$ cat src/btnf_pkg.sv
// Package for the boundary-tag next-fit heap allocator.
// Holds the controller-to-datapath command and status types; no dependencies.
package btnf_pkg;

    typedef enum logic [2:0] {
        CMD_NONE,
        CMD_READ,
        CMD_WRITE
    } t_mem_op;

    typedef struct packed {
        t_mem_op     op;
        logic [15:0] addr;
        logic [31:0] wdata;
    } t_cmd;

    typedef struct packed {
        logic [31:0] rdata;
    } t_status;

    localparam logic [31:0] ALLOC_BIT = 32'h1;
    localparam logic [31:0] SIZE_MASK = 32'hFFFF_FFF8;
    localparam logic [16:0] MIN_BLOCK = 17'd16;
    localparam logic [16:0] PROLOGUE_BP = 17'd8;
    localparam logic [16:0] FIRST_BP = 17'd16;

endpackage

$ cat src/btnf_ctrl.sv
// Controller of the allocator: sequences memory accesses for clear, search,
// carve, grow, validate and merge. Depends on btnf_pkg.
module btnf_ctrl #(
    parameter int unsigned LIMIT = 65536,
    parameter int unsigned CHUNK = 4096,
    parameter int unsigned WALK  = 8196,
    parameter int unsigned NWORDS = 16384
) (
    input  logic              i_clk,
    input  logic              i_rst_n,
    input  logic              i_in_valid,
    output logic              o_in_ready,
    input  logic              i_kind,
    input  logic [15:0]       i_req,
    input  logic [15:0]       i_baddr,
    output logic              o_out_valid,
    input  logic              i_out_ready,
    output logic [15:0]       o_res_addr,
    output logic              o_success,
    output btnf_pkg::t_cmd    o_cmd,
    input  btnf_pkg::t_status i_status
);
    import btnf_pkg::*;

    localparam int unsigned AW = $clog2(NWORDS);
    localparam logic [16:0] LIM = 17'(LIMIT);
    localparam logic [16:0] CHK = 17'(((CHUNK / 4 + 1) / 2) * 8);

    typedef enum logic [5:0] {
        S_CLR, S_INIT, S_IDLE,
        S_RD, S_RDW, S_RDW2,
        S_OUT
    } t_state;

    // Micro-op sequencer: each step reads a word (result into r_data), writes
    // one, or only decides, then continues at the step code in r_step.
    typedef enum logic [5:0] {
        P_INIT0, P_INIT1, P_INIT2, P_GROW0, P_GROW1, P_GROW2, P_GROW3,
        P_M0, P_M1, P_M2, P_M3, P_M4, P_M5, P_M6, P_M7,
        P_A0, P_S0, P_S1, P_S2, P_W0, P_W1, P_W2, P_W3, P_SF, P_EXT,
        P_C0, P_C1, P_C2, P_C3, P_C4,
        P_F0, P_F1, P_F2, P_F3, P_F4, P_F5, P_DONE
    } t_step;

    t_state r_state;
    t_step  r_step;
    logic [AW-1:0] r_clr;
    logic [16:0] r_rover, r_brk, r_asize, r_bp, r_p, r_start, r_size, r_nb, r_pb;
    logic [16:0] r_csize, r_nsize, r_psize;
    logic [16:0] r_n;
    logic        r_pa, r_na, r_kind, r_mrg_alloc;
    logic [15:0] r_b;
    logic [31:0] r_data;
    logic [15:0] r_addr;
    logic [31:0] r_wdata;
    logic        r_wr;
    logic [15:0] r_res;
    logic        r_ok;
    logic        r_pass2;

    assign o_in_ready = (r_state == S_IDLE);
    assign o_out_valid = (r_state == S_OUT);
    assign o_res_addr = r_res;
    assign o_success = r_ok;

    always_comb begin
        o_cmd.op = CMD_NONE;
        o_cmd.addr = r_addr;
        o_cmd.wdata = r_wdata;
        if (r_state == S_CLR) begin
            o_cmd.op = CMD_WRITE;
            o_cmd.addr = 16'({r_clr, 2'b00});
            o_cmd.wdata = '0;
        end else if (r_state == S_RD) begin
            o_cmd.op = r_wr ? CMD_WRITE : CMD_READ;
        end
    end

    // grow size from a byte count: whole words, rounded up to an even word count (a multiple of 8)
    function automatic logic [16:0] rnd8(input logic [16:0] b);
        logic [16:0] w;
        w = b >> 2;
        if (w[0]) w = w + 17'd1;
        return {w[14:0], 2'b00};
    endfunction

    always_ff @(posedge i_clk) begin
        if (!i_rst_n) begin
            r_state <= S_CLR;
            r_clr <= '0;
            r_rover <= FIRST_BP;
            r_brk <= FIRST_BP;
            r_step <= P_INIT0;
            r_wr <= 1'b0;
            r_ok <= 1'b0;
            r_res <= '0;
            r_kind <= 1'b0;
            r_mrg_alloc <= 1'b0;
        end else begin
            case (r_state)
                S_CLR: begin
                    r_clr <= r_clr + AW'(1);
                    if (r_clr == AW'(NWORDS - 1)) begin
                        r_state <= S_INIT;
                    end
                end
                S_IDLE: begin
                    if (i_in_valid) begin
                        r_kind <= i_kind;
                        r_b <= i_baddr;
                        r_ok <= 1'b0;
                        r_res <= '0;
                        r_n <= '0;
                        if (!i_kind) begin
                            if (i_req == 16'd0) begin
                                r_state <= S_OUT;
                            end else begin
                                r_asize <= (i_req <= 16'd8) ? MIN_BLOCK :
                                    ((17'(i_req) + 17'd15) & ~17'd7);
                                r_step <= P_A0;
                                r_state <= S_INIT;
                            end
                        end else if (i_baddr == 16'd0) begin
                            r_ok <= 1'b1;
                            r_state <= S_OUT;
                        end else if (17'(i_baddr) == PROLOGUE_BP) begin
                            r_state <= S_OUT;
                        end else begin
                            r_p <= PROLOGUE_BP;
                            r_step <= P_F0;
                            r_state <= S_INIT;
                        end
                    end
                end
                S_RD: begin
                    r_state <= r_wr ? S_INIT : S_RDW;
                end
                S_RDW: r_state <= S_RDW2;
                S_RDW2: begin
                    r_data <= i_status.rdata;
                    r_state <= S_INIT;
                end
                S_OUT: begin
                    if (i_out_ready) r_state <= S_IDLE;
                end
                default: begin
                    // S_INIT: execute one micro-step
                    r_state <= S_RD;
                    r_wr <= 1'b0;
                    case (r_step)
                        P_INIT0: begin
                            r_addr <= 16'd4; r_wdata <= 32'd9; r_wr <= 1'b1;
                            r_step <= P_INIT1;
                        end
                        P_INIT1: begin
                            r_addr <= 16'd8; r_wdata <= 32'd9; r_wr <= 1'b1;
                            r_step <= P_INIT2;
                        end
                        P_INIT2: begin
                            r_addr <= 16'd12; r_wdata <= 32'd1; r_wr <= 1'b1;
                            r_size <= CHK; r_mrg_alloc <= 1'b0;
                            r_step <= P_GROW0;
                        end
                        P_GROW0: begin
                            if (r_size == 17'd0 || 18'(r_brk) + 18'(r_size) > 18'(LIM)) begin
                                // A failed initial chunk leaves the heap empty.
                                r_state <= r_mrg_alloc ? S_INIT : S_IDLE;
                                r_step <= P_DONE;
                            end else begin
                                r_bp <= r_brk;
                                r_brk <= r_brk + r_size;
                                r_addr <= 16'(r_brk - 17'd4);
                                r_wdata <= 32'(r_size); r_wr <= 1'b1;
                                r_step <= P_GROW1;
                            end
                        end
                        P_GROW1: begin
                            r_addr <= 16'(r_bp + r_size - 17'd8);
                            r_wdata <= 32'(r_size); r_wr <= 1'b1;
                            r_step <= P_GROW2;
                        end
                        P_GROW2: begin
                            r_addr <= 16'(r_bp + r_size - 17'd4);
                            r_wdata <= 32'd1; r_wr <= 1'b1;
                            r_step <= P_M0;
                        end
                        // merge(r_bp), r_size holds its size
                        P_M0: begin
                            r_addr <= 16'(r_bp - 17'd8); r_step <= P_M1;
                        end
                        P_M1: begin
                            r_pa <= r_data[0];
                            r_psize <= 17'(r_data & SIZE_MASK);
                            r_nb <= r_bp + r_size;
                            r_addr <= 16'(r_bp + r_size - 17'd4); r_step <= P_M2;
                        end
                        P_M2: begin
                            r_na <= r_data[0];
                            r_nsize <= 17'(r_data & SIZE_MASK);
                            r_state <= S_INIT; r_step <= P_M3;
                        end
                        P_M3: begin
                            r_pb <= r_bp - r_psize;
                            if (r_pa && r_na) begin
                                r_state <= S_INIT; r_step <= P_M7;
                            end else if (r_pa) begin
                                r_addr <= 16'(r_bp - 17'd4);
                                r_wdata <= 32'(r_size + r_nsize); r_wr <= 1'b1;
                                r_step <= P_M4;
                            end else begin
                                // previous header has same size as its footer
                                r_addr <= 16'(r_bp - r_psize - 17'd4);
                                r_wdata <= 32'(r_size + r_psize + (r_na ? 17'd0 : r_nsize));
                                r_wr <= 1'b1;
                                r_step <= P_M5;
                            end
                        end
                        P_M4: begin
                            r_addr <= 16'(r_bp + r_size + r_nsize - 17'd8);
                            r_wr <= 1'b1; r_step <= P_M6;
                        end
                        P_M5: begin
                            r_addr <= 16'(r_na ? (r_bp + r_size - 17'd8)
                                              : (r_nb + r_nsize - 17'd8));
                            r_wr <= 1'b1;
                            r_bp <= r_pb;
                            r_step <= P_M6;
                        end
                        P_M6: begin
                            r_rover <= r_bp;
                            r_state <= S_INIT; r_step <= P_M7;
                        end
                        P_M7: begin
                            r_state <= S_INIT;
                            if (!r_mrg_alloc) begin
                                r_state <= S_IDLE;
                                if (r_kind) begin
                                    r_ok <= 1'b1; r_state <= S_OUT;
                                end
                            end else begin
                                r_step <= P_C0;
                            end
                        end
                        // allocate: next-fit search
                        P_A0: begin
                            r_start <= r_rover; r_p <= r_rover; r_pass2 <= 1'b0;
                            r_addr <= 16'(r_rover - 17'd4); r_step <= P_S0;
                        end
                        P_S0: begin
                            r_csize <= 17'(r_data & SIZE_MASK);
                            r_state <= S_INIT;
                            if (!r_pass2 && ((r_data & SIZE_MASK) == 0 || r_n >= 17'(WALK))) begin
                                r_pass2 <= 1'b1; r_p <= PROLOGUE_BP;
                                r_step <= P_S2;
                            end else if (r_pass2 && (r_p >= r_start || r_n >= 17'(WALK))) begin
                                r_step <= P_EXT;
                            end else if (!r_data[0] && r_asize <= 17'(r_data & SIZE_MASK)) begin
                                r_rover <= r_p; r_bp <= r_p; r_step <= P_C0;
                            end else if (r_pass2 && (r_data & SIZE_MASK) == 0) begin
                                r_step <= P_EXT;
                            end else begin
                                r_p <= r_p + 17'(r_data & SIZE_MASK);
                                r_n <= r_n + 17'd1;
                                r_step <= P_S2;
                            end
                        end
                        P_S2: begin
                            r_addr <= 16'(r_p - 17'd4); r_step <= P_S0;
                        end
                        P_EXT: begin
                            r_rover <= r_start;
                            r_size <= rnd8((r_asize > 17'(CHUNK)) ? r_asize : 17'(CHUNK));
                            r_mrg_alloc <= 1'b1;
                            r_state <= S_INIT; r_step <= P_GROW0;
                        end
                        P_DONE: begin
                            r_state <= S_OUT;
                        end
                        // carve r_bp
                        P_C0: begin
                            r_addr <= 16'(r_bp - 17'd4); r_step <= P_C1;
                        end
                        P_C1: begin
                            r_csize <= 17'(r_data & SIZE_MASK);
                            r_addr <= 16'(r_bp - 17'd4);
                            if (17'(r_data & SIZE_MASK) - r_asize >= MIN_BLOCK) begin
                                r_wdata <= 32'(r_asize) | ALLOC_BIT;
                            end else begin
                                r_wdata <= (r_data & SIZE_MASK) | ALLOC_BIT;
                            end
                            r_wr <= 1'b1; r_step <= P_C2;
                        end
                        P_C2: begin
                            r_wr <= 1'b1;
                            if (r_csize - r_asize >= MIN_BLOCK) begin
                                r_addr <= 16'(r_bp + r_asize - 17'd8);
                                r_step <= P_C3;
                            end else begin
                                r_addr <= 16'(r_bp + r_csize - 17'd8);
                                r_step <= P_F5;
                            end
                        end
                        P_C3: begin
                            r_addr <= 16'(r_bp + r_asize - 17'd4);
                            r_wdata <= 32'(r_csize - r_asize); r_wr <= 1'b1;
                            r_step <= P_C4;
                        end
                        P_C4: begin
                            r_addr <= 16'(r_bp + r_csize - 17'd8);
                            r_wr <= 1'b1; r_step <= P_F5;
                        end
                        P_F5: begin
                            r_res <= r_bp[15:0]; r_ok <= 1'b1;
                            r_state <= S_OUT;
                        end
                        // free: walk from prologue to validate
                        P_F0: begin
                            r_addr <= 16'(r_p - 17'd4); r_step <= P_F1;
                        end
                        P_F1: begin
                            r_state <= S_INIT;
                            if ((r_data & SIZE_MASK) == 0 || r_n >= 17'(WALK)) begin
                                r_state <= S_OUT;
                            end else if (r_p == 17'(r_b)) begin
                                r_bp <= r_p; r_size <= 17'(r_data & SIZE_MASK);
                                r_step <= P_F2;
                            end else begin
                                r_p <= r_p + 17'(r_data & SIZE_MASK);
                                r_n <= r_n + 17'd1;
                                r_step <= P_F0;
                            end
                        end
                        P_F2: begin
                            r_addr <= 16'(r_bp - 17'd4);
                            r_wdata <= 32'(r_size); r_wr <= 1'b1; r_step <= P_F3;
                        end
                        P_F3: begin
                            r_addr <= 16'(r_bp + r_size - 17'd8);
                            r_wr <= 1'b1; r_mrg_alloc <= 1'b0; r_step <= P_M0;
                        end
                        default: begin
                            r_state <= S_IDLE;
                        end
                    endcase
                end
            endcase
        end
    end
endmodule

$ cat config.mk
export PLATFORM = sky130hd
export DESIGN_NAME = btnf_ctrl
export DESIGN_NICKNAME = d
export VERILOG_FILES = /design/src/btnf_pkg.sv /design/src/btnf_ctrl.sv
export SDC_FILE = /design/constraint.sdc
export NUM_CORES = 1
export LEC_CHECK = 0
export ABC_AREA = 1
export BUFFER_PORTS_ARGS = -buffer_cell sky130_fd_sc_hd__buf_4
export CAP_MARGIN = 10
export CORE_UTILIZATION = 55
export DETAILED_ROUTE_END_ITERATION = 7
export PLACE_DENSITY = 0.76
export SYNTH_ARGS = -nofsm -noshare
export SYNTH_HDL_FRONTEND = slang
export SYNTH_SLANG_ARGS = --single-unit
$ cat constraint.sdc
create_clock -name i_clk -period 5.02 [get_ports i_clk]
set_clock_uncertainty 0.1 [all_clocks]
set_input_delay 0.502 -clock i_clk [delete_from_list [all_inputs] [get_ports i_clk]]
set_output_delay 0.502 -clock i_clk [all_outputs]
set_load 0.02 [all_outputs]
==> reports/summary.md <==
The run finished with clean final reports. The fraction of final layout cells sized beyond drive strength 1 was 0.0863; the part of the Yosys area used for sequential elements was 0.338. The routability congestion estimate from global placement is 1.06. Leaving out fill and tap cells, the most frequent cell in the layout is sky130_fd_sc_hd__nand2_1.

Among the stages of the critical path, the cell type that occurs most often is sky130_fd_sc_hd__nand2_1. The worst hold path cell count is 1, and the shortest clock period the worst path allows after layout is 4620 ps. The number of cells produced by synthesis came out at 3897. The clock transition at the registers of the reported paths is 60 ps. Critical-path cell with the highest stage delay: sky130_fd_sc_hd__edfxtp_1. The biggest fanout along the worst timing path works out to 7. The tools report the worst supply voltage drop on vdd as 0.332 mV. On the worst path, the slowest cell contributes a delay of 520 ps.

Setup repair after global routing left no endpoint under its margin. After clock tree synthesis, the setup repair step added 0 buffers. The logs give 87900 µm for the post-DP HPWL and 47 for the maximum number of pins on one net before global-route repair.

After synthesis the netlist holds a flip-flop and latch count of 340. The first-pass GRT wire length was 161000 µm. Clock tree synthesis inserted a total of 40 buffers. For the vias after detailed routing, the log shows 28947.

The data arrival time of the critical path came out at 4890 ps. The effective utilization at floorplan is 0.558. The most critical setup path has its startpoint at r_bp[3].

The final critical-path share of the clock period is 0.921, and the number of buffers added on ports is 133. The logs give 340 for the total clock sinks and 21.6 ps for the worst hold slack. The die boundary width works out to 228 µm. The critical path goes through ha_1, inv_1, fa_1, inv_1, nand3_1, nand2_1, nand2_1, nand2_1, inv_1, ha_1, inv_1, ha_1, nand2_1, o21ai_0, a21oi_1, o21bai_1, a21oi_1, o21ai_0, o21ai_0, nor2_1, nand3_1, nor2_1, nand2_1. STA classifies the critical path endpoint as a flip-flop. From synthesis to final layout, the design area changed by 13.8%. The total track usage is 0.427. Yosys mapped a number of flops with a built-in enable equal to 266. Yosys mapped the design onto 65 distinct sky130hd cell types. For the routed wire length, the log shows 112000 µm. The kind of start point of the critical path was a flip-flop. Summed over all layers, the global routing overflow is 0. The initial antenna violation count is 2, and the slew of the pin with the lowest slew margin is 1200 ps. The run gives 0 as the count of max-cap constraint violations. TritonCTS built the clock tree. Summing internal, switching and leakage power gives 10.1 mW.

The tools report the floorplan row count as 82. CTS placed an instance of sky130_fd_sc_hd__clkbuf_16 at the clock tree root. The highest achievable clock rate is 0.216 GHz, and the final count of hold timing violations is 0. The setup path with the least slack is of type flip-flop to flip-flop.

In the final routed layout, each cell accounts on average for 23.2 µm. Prevailing post-synth register cell: sky130_fd_sc_hd__edfxtp_1. Beginning of the worst hold path: i_baddr[3].

The logs give 4425 for the final net count and 0 for the remaining routing DRC violations. Setup violations remaining at the end of the flow were counted as 0. The mapped netlist covers 28000 µm². The data required time of the worst path is 5280 ps. The first routing iteration left 3859 violations.

In this run the number of H-tree levels came out at 2. The die covers 51800 µm². For hold timing, the worst endpoint is r_b[3]. For the worst-skew pair, the clock arrives at the later sink with an insertion delay of 610 ps.

The via count of the first global-routing pass came out at 26093. The utilization after layout is 0.635, and the setup slack of the worst register-to-register path is 400 ps. The leakage power is 15.1 nW, and the standard cell core area is 50200 µm².

The run gives 0 as the number of max-slew violations in the final report. In the layout the commonest cells are sky130_fd_sc_hd__nand2_1 (929), sky130_fd_sc_hd__inv_1 (631), sky130_fd_sc_hd__nor2_1 (389). The number of routed nets with antenna violations is 0, and the sum of negative setup slack is 0 ps. The first-pass iteration count of the detailed router was 8; the proportion of synthesized flip-flops having asynchronous set or reset was 0.

In this run the worst hold path is classified as input pin to flip-flop. Power spread over the standard cell area amounts to 318 nW/µm². The logs give 0.202 for the headroom to the max-slew limit and 139 for the number of placed I/O pins.

In this run the critical register-to-register path is captured at r_addr[11]. The critical register-to-register path startpoint is r_bp[3]. For the worst flop-to-flop path, the logic depth is 23. A synthesized cell averages 7.18 µm². The vertical die dimension came out at 228 µm.

In this run the deepest clock path goes through 3 buffers. After detailed routing, the number of vias per cell comes to 6.01. Yosys printed 0 warnings.
==> layout make-up <==
type	count	area, µm²
flip-flops and latches	340	9470
repair buffers	240	1910
multi-input cells	2839	15800
fillers	4562	18300
clock inverters	30	345
well taps	672	841
inverters	654	2450
diodes	1	2.50
clock buffers	44	1050
==> synth_stat cells (14+ instances only) <==
master                       n  area [µm²]
sky130_fd_sc_hd__edfxtp_1  266        7990
sky130_fd_sc_hd__a21oi_1   243        1220
sky130_fd_sc_hd__clkbuf_1   38         143
sky130_fd_sc_hd__nor2_1    392        1470
sky130_fd_sc_hd__xor2_1     60         526
sky130_fd_sc_hd__nor3_1     63         315
sky130_fd_sc_hd__a22oi_1    36         270
sky130_fd_sc_hd__dfxtp_1    74        1480
sky130_fd_sc_hd__o21bai_1   20         150
sky130_fd_sc_hd__nand3_1   281        1410
sky130_fd_sc_hd__o22ai_1    19         119
sky130_fd_sc_hd__nand3b_1   20         150
sky130_fd_sc_hd__a31oi_1    14        87.6
sky130_fd_sc_hd__xnor2_1    31         272
sky130_fd_sc_hd__inv_1     631        2370
sky130_fd_sc_hd__o21ai_1    15        75.1
sky130_fd_sc_hd__fa_1       26         521
sky130_fd_sc_hd__nand2_1   929        3490
sky130_fd_sc_hd__nor4_1     22         138
sky130_fd_sc_hd__nand2_2    19         119
sky130_fd_sc_hd__nand4_1   100         626
sky130_fd_sc_hd__o21ai_0   194         971
sky130_fd_sc_hd__ha_1      215        2690
sky130_fd_sc_hd__inv_2      17        63.8
sky130_fd_sc_hd__nor2_2     17         106
==> worst max path at each step <==
stage	end	slack, ps	cells past startpoint
after floorplan	r_data[0]	620	4
after global placement	r_addr[10]	580	21
after detailed placement	r_addr[12]	560	21
after CTS	r_addr[12]	540	21
after global routing	r_addr[11]	120	23
final	r_addr[11]	400	23
==> per-layer routing <==
metal  GRT usage  part of all wire
met1       0.586              0.40
met2       0.638              0.42
met3      0.0870              0.12
met4       0.213             0.056
met5           0           0.00012
==> critical path, delay by kind of cell, from the launching register on <==
kind / cells / cell delay, ps
flops: 1 / 520
compound gates: 6 / 1030
simple gates: 9 / 980
buf+inv: 4 / 370
fa+ha+maj: 4 / 1370
==> sequential cells by signal (all words and copies together) (netlist names), 17 cells and up <==
signal,count
r_rover,17
r_wdata,30
r_bp,17
r_data,30
r_n,17
r_pb,17
r_p,17
r_start,17
==> through the flow <==
stage | area (µm²) | setup slack [ps] | std cells
2_1_floorplan | 28000 | 617 | 3899
3_3_place_gp | 30000 | 585 | 4700
3_5_place_dp | 30000 | 556 | 4700
4_1_cts | 31900 | 536 | 4819
5_1_grt | 31900 | 122 | 4820
6_report | 31900 | 397 | 4820
==> where the power goes <==
part           total [mW]  internal [mW]  switching [mW]
sequential           3.39           3.27           0.122
combinational        3.60           1.10            2.50
clock                3.14           1.76            1.39
==> kinds of logic (layout without fill, tap and decap cells) <==
kind of cell	Yosys count	after routing	share of synthesized area
buf+inv	720	968	0.0990
other cells	1	4	0.000134
flops	340	340	0.338
compound gates	622	622	0.127
fa+ha+maj	241	241	0.115
xor+xnor	92	92	0.0291
simple gates	1881	1881	0.292
==> what timing repair did <==
| action | 4_1_cts | 5_1_grt |
|---|---|---|
| endpoints found under the hold margin | 45 | 0 |
| hold buffers | 45 | 0 |
| resized for setup | 0 | 0 |
No activity file was read; power rests on OpenSTA's default activity.
